--- src/rtl/core/absl_pkg.sv ---
package absl_pkg;

  // number of slots in the set
  localparam int unsigned SLOTS = 5;
  localparam int unsigned IDX_W = $clog2(SLOTS);

  localparam int unsigned KEY_W   = 56;
  localparam int unsigned STAMP_W = 32;
  localparam int unsigned SLOT_W  = 3;

  typedef logic [KEY_W-1:0]   key_t;
  typedef logic [STAMP_W-1:0] stamp_t;
  typedef logic [IDX_W-1:0]   idx_t;

  // controller to datapath
  typedef struct packed {
    logic load;    // capture request key, restart scan
    logic scan;    // examine the slot under the scan index
    logic commit;  // stamp target, rekey on miss, load result
  } absl_cmd_t;

  // datapath to controller
  typedef struct packed {
    logic match;   // slot under the scan index holds the key
    logic last;    // scan index at the final slot
  } absl_sts_t;

endpackage

--- src/rtl/core/assoc_batch_slot_lru_core.sv ---
// channel  | dir | tdata (low bit up)                          | tuser
// ---------+-----+---------------------------------------------+---------
// s_axis   | in  | stage_key, bitmap_group_key, sequence_key,  | -
//          |     | stencil_key (56 bits)                       |
// m_axis   | out | slot, zero fill (8 bits)                    | was_miss
//
// one request at a time: the transfer, a scan of one slot per cycle up to the
// first match or the last slot, then the update that stamps the slot and
// registers the result
// reset clears all slot keys, stamps and the use counter at once
// the update waits while an earlier result is still held on m_axis, and the
// next request is taken the cycle after the update
module assoc_batch_slot_lru_core (
  input  logic        clk_i,
  input  logic        rst_ni,
  input  logic        s_axis_tvalid_i,
  output logic        s_axis_tready_o,
  input  logic [55:0] s_axis_tdata_i,   // stage_key[15:0], bitmap_group_key[31:16],
                                        // sequence_key[47:32], stencil_key[55:48]
  output logic        m_axis_tvalid_o,
  input  logic        m_axis_tready_i,
  output logic [7:0]  m_axis_tdata_o,   // slot[2:0], zero[7:3]
  output logic        m_axis_tuser_o    // was_miss[0]
);

  absl_pkg::absl_cmd_t cmd;
  absl_pkg::absl_sts_t sts;
  logic [absl_pkg::SLOT_W-1:0] slot;

  // sequencing: accept, scan, update, result hand-off
  absl_ctrl u_ctrl (
    .clk_i       (clk_i),
    .rst_ni      (rst_ni),
    .in_valid_i  (s_axis_tvalid_i),
    .in_ready_o  (s_axis_tready_o),
    .out_valid_o (m_axis_tvalid_o),
    .out_ready_i (m_axis_tready_i),
    .sts_i       (sts),
    .cmd_o       (cmd)
  );

  // slot keys, stamps, use counter, compare and minimum tracking
  absl_dp u_dp (
    .clk_i  (clk_i),
    .rst_ni (rst_ni),
    .key_i  (s_axis_tdata_i),
    .cmd_i  (cmd),
    .sts_o  (sts),
    .slot_o (slot),
    .miss_o (m_axis_tuser_o)
  );

  // slot index padded to a whole byte
  assign m_axis_tdata_o = {{(8 - absl_pkg::SLOT_W){1'b0}}, slot};

endmodule

--- src/rtl/core/absl_ctrl.sv ---
module absl_ctrl (
  input  logic              clk_i,
  input  logic              rst_ni,
  input  logic              in_valid_i,
  output logic              in_ready_o,
  output logic              out_valid_o,
  input  logic              out_ready_i,
  input  absl_pkg::absl_sts_t sts_i,
  output absl_pkg::absl_cmd_t cmd_o
);

  typedef enum logic [1:0] {
    ST_IDLE,
    ST_SCAN,
    ST_UPDATE
  } state_e;

  state_e state_q, state_d;
  logic   out_valid_q, out_valid_d;
  logic   out_free;

  assign out_free   = !out_valid_q || out_ready_i;
  assign in_ready_o = (state_q == ST_IDLE);

  always_comb begin
    cmd_o.load   = in_valid_i && (state_q == ST_IDLE);
    cmd_o.scan   = (state_q == ST_SCAN);
    cmd_o.commit = (state_q == ST_UPDATE) && out_free;
  end

  always_comb begin
    state_d     = state_q;
    out_valid_d = out_valid_q && !out_ready_i;
    unique case (state_q)
      ST_IDLE: begin
        if (in_valid_i) begin
          state_d = ST_SCAN;
        end
      end
      ST_SCAN: begin
        if (sts_i.match || sts_i.last) begin
          state_d = ST_UPDATE;
        end
      end
      ST_UPDATE: begin
        if (out_free) begin
          state_d     = ST_IDLE;
          out_valid_d = 1'b1;
        end
      end
      default: begin
        state_d = ST_IDLE;
      end
    endcase
  end

  always_ff @(posedge clk_i or negedge rst_ni) begin
    if (!rst_ni) begin
      state_q     <= ST_IDLE;
      out_valid_q <= 1'b0;
    end else begin
      state_q     <= state_d;
      out_valid_q <= out_valid_d;
    end
  end

  assign out_valid_o = out_valid_q;

endmodule

--- src/rtl/core/absl_dp.sv ---
module absl_dp (
  input  logic                                 clk_i,
  input  logic                                 rst_ni,
  input  absl_pkg::key_t                       key_i,
  input  absl_pkg::absl_cmd_t                  cmd_i,
  output absl_pkg::absl_sts_t                  sts_o,
  output logic [absl_pkg::SLOT_W-1:0]          slot_o,
  output logic                                 miss_o
);

  absl_pkg::key_t   keys_q   [absl_pkg::SLOTS];
  absl_pkg::stamp_t stamps_q [absl_pkg::SLOTS];
  absl_pkg::stamp_t counter_q;
  absl_pkg::stamp_t next_stamp;
  absl_pkg::stamp_t low_q;
  absl_pkg::key_t   key_q;
  absl_pkg::idx_t   idx_q;
  absl_pkg::idx_t   target_q;
  logic             hit_q;
  logic [absl_pkg::SLOT_W-1:0] slot_q;
  logic             miss_q;

  absl_pkg::key_t   cur_key;
  absl_pkg::stamp_t cur_stamp;
  logic             take_min;

  assign cur_key    = keys_q[idx_q];
  assign cur_stamp  = stamps_q[idx_q];
  assign next_stamp = counter_q + absl_pkg::stamp_t'(1);

  // first slot seeds the minimum, later ones replace it only when strictly lower
  assign take_min = (idx_q == '0) || (cur_stamp < low_q);

  assign sts_o.match = (cur_key == key_q);
  assign sts_o.last  = (idx_q == absl_pkg::idx_t'(absl_pkg::SLOTS - 1));

  // scan state
  always_ff @(posedge clk_i or negedge rst_ni) begin
    if (!rst_ni) begin
      idx_q    <= '0;
      hit_q    <= 1'b0;
      target_q <= '0;
    end else if (cmd_i.load) begin
      idx_q <= '0;
      hit_q <= 1'b0;
    end else if (cmd_i.scan) begin
      idx_q <= idx_q + absl_pkg::idx_t'(1);
      if (sts_o.match) begin
        hit_q    <= 1'b1;
        target_q <= idx_q;
      end else if (take_min) begin
        target_q <= idx_q;
      end
    end
  end

  // payload registers
  always_ff @(posedge clk_i) begin
    if (cmd_i.load) begin
      key_q <= key_i;
    end
    if (cmd_i.scan && !sts_o.match && take_min) begin
      low_q <= cur_stamp;
    end
    if (cmd_i.commit) begin
      slot_q <= absl_pkg::SLOT_W'(target_q);
      miss_q <= !hit_q;
    end
  end

  // slot state and use counter
  always_ff @(posedge clk_i or negedge rst_ni) begin
    if (!rst_ni) begin
      counter_q <= '0;
      for (int i = 0; i < absl_pkg::SLOTS; i++) begin
        keys_q[i]   <= '0;
        stamps_q[i] <= '0;
      end
    end else if (cmd_i.commit) begin
      counter_q          <= next_stamp;
      stamps_q[target_q] <= next_stamp;
      if (!hit_q) begin
        keys_q[target_q] <= key_q;
      end
    end
  end

  assign slot_o = slot_q;
  assign miss_o = miss_q;

endmodule

--- config.mk ---
export PLATFORM = sky130hd
export DESIGN_NAME = assoc_batch_slot_lru_core
export DESIGN_NICKNAME = d
export VERILOG_FILES = /design/src/rtl/core/absl_pkg.sv /design/src/rtl/core/assoc_batch_slot_lru_core.sv /design/src/rtl/core/absl_ctrl.sv /design/src/rtl/core/absl_dp.sv
export SDC_FILE = /design/constraint.sdc
export NUM_CORES = 1
export LEC_CHECK = 0
export ABC_AREA = 1
export BUFFER_PORTS_ARGS = -buffer_cell sky130_fd_sc_hd__buf_2
export CAP_MARGIN = 20
export CORE_ASPECT_RATIO = 1.75
export CORE_MARGIN = 2
export CORE_UTILIZATION = 60
export DETAILED_ROUTE_END_ITERATION = 10
export GPL_TIMING_DRIVEN = 0
export MAX_ROUTING_LAYER = met4
export PLACE_DENSITY = 0.77
export SLEW_MARGIN = 20
export SYNTH_ARGS = -nofsm -noshare
export SYNTH_HDL_FRONTEND = slang
export SYNTH_SLANG_ARGS = --single-unit
--- constraint.sdc ---
create_clock -name clk_i -period 6.98 [get_ports clk_i]
set_clock_uncertainty 0.1 [all_clocks]
set_input_delay 0 -clock clk_i [delete_from_list [all_inputs] [get_ports clk_i]]
set_output_delay 0 -clock clk_i [all_outputs]
set_load 0.02 [all_outputs]
# Yosys cells after proc, flatten, opt, wreduce, memory -nomap -nowiden
# Index checks and enable logic that the tools add are counted.
word_totals:
  regBits: 574
  inputBits: 60
  elab_cells: 84
  output_inout_bits: 11
op_classes:
  n_reduce_logical: 22
  order_cmp: 4
  n_eq_ne: 7
  addsub: 2
  muxes: 25
  bitwise_logic: 4
op_table:
  columns: ["operator", "n"]
  rows:
  - ["$bwmux 280", 1]
  - ["$bmux 56 s3", 1]
  - ["$demux 56 s3", 1]
  - ["$mux 56", 3]
  - ["$bwmux 160", 1]
  - ["$bmux 32 s3", 1]
  - ["$demux 32 s3", 1]
  - ["$mux 32", 3]
  - ["$eq 56x56->1", 1]
  - ["$add 32x1->32 const B", 1]
  - ["$lt 32x32->1", 1]
  - ["$mux 3", 4]
  - ["$ge 4x4->1 const B", 2]
  - ["$not 3->4", 2]
  - ["$logic_and 1x1->1", 6]
  - ["$mux 2", 3]
  - ["$pmux 2 s3", 1]
  - ["$reduce_and 3->1", 2]
  - ["$reduce_bool 2->1", 3]
  - ["$mux 1", 5]
  - ["$logic_not 1->1", 4]
  - ["$lt 4x1->1 const B", 1]
  - ["$ne 2x2->1 const B", 2]
  - ["$reduce_and 2->1", 2]
  - ["other kinds (9)", 12]

# Depth between registers and ports, before layout
# Gate-level depths: netlist (run 1).
logic_depth:
  ltp_word: 8
  ltp_mapped: 25
  mapped_depth_nobuf: 21

# Modules after synthesis
# A second synthesis (run 1) with hierarchy kept.
unflattened:
  cells_unflattened: 3161
  hier_area_um2: 26676.8
modules_own_cells:
  columns: ["module", "area_each_um2", "cells_per_inst", "n_inst"]
  rows:
  - ["absl_dp", 26476.6, 3133, 1]
  - ["absl_ctrl", 158.9, 22, 1]
  - ["assoc_batch_slot_lru_core", 41.3, 6, 1]

# Worst setup path before layout (run 1)
# OpenSTA, ideal clock, no wires.
synth_timing:
  kind: "register to register"
  from: "register u_dp.idx_q[1]"
  to: "register u_dp.low_q[0], enable pin"
  arrival_ps: 4414
  stages_incl_launch_ff: 20
  synth_period_minus_slack_ps: 4946
  setup_ps: 432
  slack_ps: 2034
  required_ps: 6448
  n_path_buf: 4
  cell_sequence: "dfrtp_1 > buf_4 > inv_4 > buf_2 > buf_1 > buf_1 > nand3_1 > a32o_1 > ha_1 > a21oi_1 > o21ai_0 > nand3_1 > nand2_1 > nand2_1 > a21oi_1 > a211oi_1 > nand2_1 > nand2_1 > nand2_1 > a21oi_1"
synth_lines:
  columns: ["item", "line_no", "source"]
  rows:
  - ["start: declaration", "absl_dp.sv:17", "absl_pkg::idx_t idx_q;"]
  - ["start signal: assignment", "absl_dp.sv:47", "idx_q <= idx_q + absl_pkg::idx_t'(1);"]
  - ["$not 3->4 (not written as such)", "absl_dp.sv:28", "assign cur_stamp = stamps_q[idx_q];"]
  - ["$bmux 32 s3", "absl_dp.sv:28", null]
  - ["$mux 32 (not written as such) (2 in a row)", "absl_dp.sv:28", null]
  - ["net u_dp.cur_stamp[19]", "absl_dp.sv:24", "absl_pkg::stamp_t cur_stamp;"]
  - ["$lt 32x32->1", "absl_dp.sv:32", "assign take_min = (idx_q == '0) || (cur_stamp < low_q);"]
  - ["$logic_or 1x1->1", "absl_dp.sv:32", null]
  - ["$logic_and 1x1->1", "absl_dp.sv:62", "if (cmd_i.scan && !sts_o.match && take_min) begin"]
  - ["end signal: assignment", "absl_dp.sv:63", "low_q <= cur_stamp;"]
  - ["end: declaration", "absl_dp.sv:15", "absl_pkg::stamp_t low_q;"]
# The timed path passes the listed nets, and every way through them passes these cells. The select of a mux whose other input is x is not followed.
# A chain may end at the register's enable or synchronous reset.

# Worst setup path after layout (run 1)
layout_timing:
  from: "register u_dp.idx_q[1]"
  to: "register u_dp.low_q[6], enable pin"
# Same word-level chain as after synthesis.

==> flow_summary_export.csv, run 1 <==
group,metric,value,unit
outcome,outcome,"completed",
sta,rsz0062_at_grt,"no",
yosys,yosysTopAreaCell,"dfrtp_1",
power,p_leak,13.8,nW
grt,gr-total-overflow,0,
power,p_sw_frac,0.417,
worst_setup_path,arrival,5.98,ns
route,vias,23700,
yosys,seq_area_frac_synth,0.561,
sta,worst_hold_slack,0.0106,ns
clock_network,clockBufferDepth,3,
grt,grt_pass1_wl,137000,um
worst_hold_path,min_path_type,"primary input to register",
power,power.internal,8.26,mW
yosys,synth_area,26400,um^2
sta,final_hold_viol_count,0,
grt,grtUsageTotal,0.414,
grt,grt_max_degree,103,
worst_setup_path,cpPeakStageDelay,0.60,ns
die,initial_core_util,0.607,
clock_network,clock_latency,0.60,ns
die,io_pins,71,
power,switching_power,5.90,mW
power,combPwrFrac,0.400,
power,total_power,14.2,mW
sta,setup_viol,0,
yosys,synthDistinctLibCells,47,
sta,fin_crit_sh,0.830,
route,drt_iter0_markers,2827,
die,die_area,45800,um^2
route,wire_per_inst,23.5,um
sta,max_clock_freq,173,MHz
yosys,synth_top_cells_by_area,"dfrtp_1 46%, nand2_1 12%, edfxtp_1 10%, o21ai_0 9.4%, inv_1 3.6%",
clock_network,cts_buffers,52,
power,power.density,472,nW/um^2
yosys,syn_area_per_cell,8.69,um^2
clock_network,path_clk_slew,0.07,ns
yosys,synthArstFlopShare,0.840,
final_layout,nNetsFinal,3324,
yosys,syn_inst,3039,
placement,finalWeightedCongestion,0.986,
sta,fin_ws,1.19,ns
power,pwr-share-clk,0.210,
job,cap_violations,0,
route,drc,0,
worst_setup_path,path_class,"register to register",
placement,dpl.hpwl,61700,um
grt,grt_pass1_vias,23800,
yosys,synth.top_cell.area_share,0.457,
route,ant_nets,0,
worst_setup_path,crit_path_cell_trace,"buf_4, inv_4, buf_2, buf_1, buf_1, a21oi_1, o21ai_0, nand3_1, o21ai_0, ha_1, a21oi_1, o21ai_0, nand3_1, nand2_1, nand2_1, a21oi_1, a211oi_1, nand2_1, nand2_1, nand2_1, a21oi_4, buf_16",
die,rows,101,
yosys,synthFlopType,"dfrtp_1",
sta,tightest_slew,1.19,ns
clock_network,clkSinkCount,574,
grt,antenna_found_initial,1,
placement,place_ws,1.44,ns
worst_setup_path,crit_path_start_kind,"register",
sta,finalCriticalPeriod,5.79,ns
power,vdd_drop_max,0.283,mV
final_layout,synthToLayoutAreaGrowth,13.6,%
worst_setup_path,endpoint_kind,"register",
yosys,synth-seq-cells,574,
worst_setup_path,cp_max_fo,22,
clock_network,cts-root-buf,"clkbuf_16",
final_layout,drive_above_1_share,0.0773,
sta,slew_headroom,0.204,
clock_network,cts_tree,"yes",
die,die_x,163,um
clock_network,cts_resized,0,
final_layout,final_core_util,0.690,
die,fp.dieH,282,um
yosys,synth_warnings,0,
die,core-area,43500,um^2
clock_network,htree_levels,2,
route,drt-total-wl,90400,um
sta,drv_slew,0,
route,viasPerCell,6.17,
worst_setup_path,crit_top_cell,"nand2_1",
yosys,synth-edff-count,92,
final_layout,layout_common_cells,"821 x nand2_1, 496 x o21ai_0, 482 x dfrtp_1, 252 x inv_1, 175 x nor2_1",
power,seqPwrFrac,0.390,
placement,port_buffers,65,
worst_setup_path,required,7.17,ns
route,firstDrtPassIters,6,
worst_setup_path,crit_path_top_delay_cell,"buf_1",
final_layout,layout_commonest_cell,"nand2_1",
[per-stage QoR]
stage,setup TNS [ns],instances,instance area [um^2]
2_1_floorplan,0,3043,26400
3_3_place_gp,-1756.21,3674,27500
3_5_place_dp,0,3681,27700
4_1_cts,0,3837,30000
5_1_grt,0,3838,30000
6_report,0,3839,30000
[area by class of cell]
class / instances / area, um^2
Sequential cell: 574 / 14800
Fill cell: 3423 / 13500
Multi-Input combinational cell: 2023 / 9770
Clock buffer: 80 / 1520
Timing Repair Buffer: 133 / 1140
Inverter: 262 / 988
Buffer: 184 / 856
Tap cell: 566 / 708
Clock inverter: 15 / 201
Antenna cell: 2 / 5.00
[cells by family (layout without fill, tap and decap cells)]
family,after synthesis,in the layout,share of synthesized area
AOI/OAI and AO/OA,753,753,0.151
xor gates and xnor gates,68,68,0.0228
DFF,574,574,0.561
adders and majority gates,34,34,0.0161
and+or+nand+nor,1163,1163,0.178
other,1,7,0.000142
buffers and inverters,446,674,0.0697
[flip-flops by register name, summed over array words and instances, names as in the netlist]
name                flops
u_dp.counter_q         32
u_dp.idx_q              3
u_ctrl.out_valid_o      1
u_dp.keys_q           280
u_dp.target_q           3
u_dp.slot_o             3
u_dp.miss_o             1
u_dp.low_q             32
u_dp.stamps_q         160
u_ctrl.state_q          2
u_dp.key_q             56
u_dp.hit_q              1
[cell usage after synthesis (12+ instances only)]
cell type	instances
a21oi_1	154
ha_1	34
nor3_1	12
buf_2	48
dfrtp_1	482
o21ai_0	496
nand3_1	117
edfxtp_1	92
clkbuf_1	98
nand2_1	821
o211ai_1	25
xor2_1	64
buf_1	19
inv_1	253
nor2_1	175
a32o_1	22
o21ai_1	42
[layer usage]
layer | GRT usage | share of wire | vias up
li1 | - | - | 10300
met1 | 0.427 | 0.32 | 11300
met2 | 0.669 | 0.48 | 1488
met3 | 0.0777 | 0.086 | 564
met4 | 0.373 | 0.11 | 0
met5 | - | 0 | -
[what timing repair did]
item | CTS | global route
hold buffers | 61 | 0
setup buffers | 0 | 0
hold endpoints to repair | 284 | 0
[power groups by stage]
stage	sequential, mW	combinational [mW]	clock [mW]
final	5.52	5.67	2.97
after global routing	5.63	6.18	3.09
after CTS	5.48	5.48	2.96
after detailed placement	5.53	5.39	0
after global placement	5.49	5.15	0
after floorplan	5.34	3.58	0
[path summary, 6_finish.rpt]
path,startpoint,endpoint,slack [ns],depth (start not counted)
setup reg to reg,u_dp.idx_q[1],u_dp.low_q[6],1.19,22
min in group asynchronous,rst_ni,u_dp.keys_q[191],0.43,4
max in group asynchronous,rst_ni,u_dp.stamps_q[133],4.99,6
setup / recovery,u_dp.idx_q[1],u_dp.low_q[6],1.19,22
hold reg to reg,u_dp.keys_q[93],u_dp.keys_q[93],0.38,2
hold / removal,s_axis_tdata_i[5],u_dp.key_q[5],0.01,2
[worst max-delay path: cells and delay by family, from the launching register on]
family	cells	cell delay, ns
AOI/OAI and AO/OA	8	1.71
adders and majority gates	1	0.37
buffers and inverters	6	2.13
DFF	1	0.39
and+or+nand+nor	7	0.77
Note: power is estimated with default switching activity, not from simulation.
==> run 2: changes to the inputs <==
- CORE_UTILIZATION: 60 -> 57
- clock period: 6.98 -> 4.6 ns (I/O delays scaled with it)
==> run 2 against run 1 <==
  * Clock power increased by 53%
  * Critical path depth decreased by 5
  * Via count decreased by 0.74%
  * Combinational power increased by 53%
  * Cell count increased by 0.39%
  * First-iteration DRC count decreased by 5.4%
  * Clock-buffer cell count decreased by 3
  * Largest power group unchanged
  * Highest routed layer unchanged
==> flow_summary_export.csv, run 2 (synthesis gave the netlist of run 1 again) <==
group,metric,value,unit
clock_network,cts_tree,"yes",
worst_setup_path,cpPeakStageDelay,0.59,ns
worst_hold_path,hold-path-cell-count,2,
worst_setup_path,r2r_slack,0.08,ns
worst_setup_path,cp_max_fo,22,
final_layout,top_regs,"u_dp.keys_q (280), u_dp.stamps_q (160), u_dp.key_q (56)",
worst_setup_path,crit_path_cell_trace,"inv_1, buf_2, clkbuf_1, a32o_1, ha_1, a21oi_1, o21ai_0, nand3_1, nand2_1, nand2_1, a21oi_1, a211oi_2, nand2_1, nand2_1, nand2_1, a21oi_4, buf_16",
sta,fin_crit_sh,0.982,
power,vdd_drop_max,0.491,mV
worst_hold_path,hold_path.startpoint,"s_axis_tdata_i[33]",
clock_network,clkSinkCount,574,
clock_network,htree_levels,2,
sta,setup_viol,0,
final_layout,layout_commonest_cell,"nand2_1",
power,seqPwrFrac,0.388,
final_layout,synthToLayoutAreaGrowth,14.0,%
power,p_leak,13.8,nW
worst_setup_path,crit_path_start_kind,"register",
route,drc,0,
grt,grt_pass1_vias,23500,
route,viasPerCell,6.10,
route,drt-total-wl,91000,um
worst_setup_path,r2r_start,"u_dp.idx_q[2]",
power,switching_power,8.96,mW
final_layout,layout_common_cells,"821 x nand2_1, 492 x o21ai_0, 482 x dfrtp_1, 252 x inv_1, 175 x nor2_1",
worst_hold_path,min_path_type,"primary input to register",
route,drt_iter0_markers,2674,
final_layout,final_core_util,0.656,
sta,fin_tns_setup,0,ns
die,rows,104,
job,cap_violations,0,
route,firstDrtPassIters,7,
placement,finalWeightedCongestion,0.977,
power,pwr-share-clk,0.211,
final_layout,regMostFlops,"u_dp.keys_q",
die,die_x,167,um
grt,grt_pass1_wl,137000,um
sta,slew_headroom,0.235,
final_layout,seqCellArea,14800,um^2
outcome,outcome,"completed",
die,die_area,48100,um^2
clock_network,cts-root-buf,"clkbuf_16",
final_layout,multi_input_area,9780,um^2
clock_network,cts_buffers,53,
sta,rsz0062_at_grt,"no",
power,p_sw_frac,0.415,
final_layout,antenna_cells,0,
sta,finalCriticalPeriod,4.52,ns
final_layout,largest_register_ffs,280,
power,total_power,21.6,mW
die,core-area,45900,um^2
worst_setup_path,required,4.79,ns
route,vias,23500,
clock_network,clock_latency,0.60,ns
worst_setup_path,arrival,4.71,ns
worst_setup_path,crit_top_cell,"nand2_1",
clock_network,path_clk_slew,0.07,ns
clock_network,clockBufferDepth,3,
worst_setup_path,crit_path_top_delay_cell,"clkbuf_1",
worst_setup_path,endpoint_kind,"register",
sta,tightest_slew,1.15,ns
final_layout,fillers,3756,
power,power.internal,12.6,mW
worst_setup_path,rr_endpoint,"u_dp.low_q[27]",
grt,antenna_found_initial,0,
sta,drv_slew,0,
route,wire_per_inst,23.6,um
final_layout,drive_above_1_share,0.0835,
grt,gr-total-overflow,0,
die,initial_core_util,0.575,
worst_setup_path,rr_worst_depth,17,
die,io_pins,71,
route,ant_nets,0,
worst_hold_path,min_to,"u_dp.key_q[33]",
placement,port_buffers,65,
grt,grtUsageTotal,0.390,
worst_setup_path,path_class,"register to register",
sta,max_clock_freq,221,MHz
final_layout,nNetsFinal,3323,
die,fp.dieH,289,um
power,combPwrFrac,0.402,
sta,final_hold_viol_count,0,
grt,grt_max_degree,102,
power,power.density,717,nW/um^2
placement,dpl.hpwl,63100,um
-- run 2: worst max-delay path: cells and delay by family (launching register included) --
kind | cells | cell delay (ns)
compound gates | 6 | 1.28
fa+ha+maj | 1 | 0.28
simple gates | 6 | 0.63
flops | 1 | 0.41
buf+inv | 4 | 1.49
-- run 2: how the worst max path moves through the flow --
stage | end | cells past startpoint | start
2_1_floorplan | u_dp.low_q[0] | 19 | u_dp.idx_q[1]
3_3_place_gp | u_dp.stamps_q[126] | 1 | rst_ni
3_5_place_dp | u_dp.low_q[4] | 22 | u_dp.idx_q[1]
4_1_cts | u_dp.low_q[27] | 22 | u_dp.idx_q[0]
5_1_grt | u_dp.low_q[31] | 21 | u_dp.idx_q[0]
6_report | u_dp.low_q[27] | 17 | u_dp.idx_q[2]
-- run 2: area by class of cell --
cell class / instances / area share
buffer: 181 / 0.0289
clock inverter: 20 / 0.00748
tap: 583 / 0.0242
sequential: 574 / 0.492
timing repair buffer: 134 / 0.0388
multi-input combinational: 2023 / 0.325
clock buffer: 77 / 0.0507
inverter: 262 / 0.0328
-- run 2: layer usage --
metal | up-vias | GRT usage | share of wire
met5 | - | - | 0
met4 | 0 | 0.346 | 0.11
met3 | 506 | 0.0666 | 0.083
met2 | 1428 | 0.643 | 0.49
met1 | 11300 | 0.401 | 0.32
li1 | 10300 | - | -
-- run 2: power groups by stage --
stage | sequential [mW] | clock, mW | combinational, mW
global placement | 8.33 | 0 | 7.87
finish | 8.37 | 4.54 | 8.67
detailed placement | 8.39 | 0 | 8.26
CTS | 8.31 | 4.55 | 8.42
global route | 8.53 | 4.74 | 9.47
floorplan | 8.10 | 0 | 5.43
-- run 2: what timing repair did --
item                                    4_1_cts  5_1_grt
endpoints found under the setup margin       35       32
hold buffers                                 61        0
gates resized for setup                      14       15
setup buffers                                 1        0
pin swaps                                     0        0
hold endpoints to repair                    201        0
cloned                                        0        0
-- run 2: through the flow --
| stage | setup slack, ns | hold slack, ns | area (um^2) | instances |
|---|---|---|---|---|
| after floorplan | 0.365 | -0.396 | 26400 | 3043 |
| after global placement | -6.15 | 0.0764 | 27500 | 3691 |
| after global routing | 0.00502 | 0.0192 | 30100 | 3854 |
| final | 0.0835 | 0.0118 | 30100 | 3854 |
| after CTS | 0.0361 | 0.00654 | 30100 | 3855 |
| after detailed placement | -0.959 | -0.172 | 27700 | 3698 |
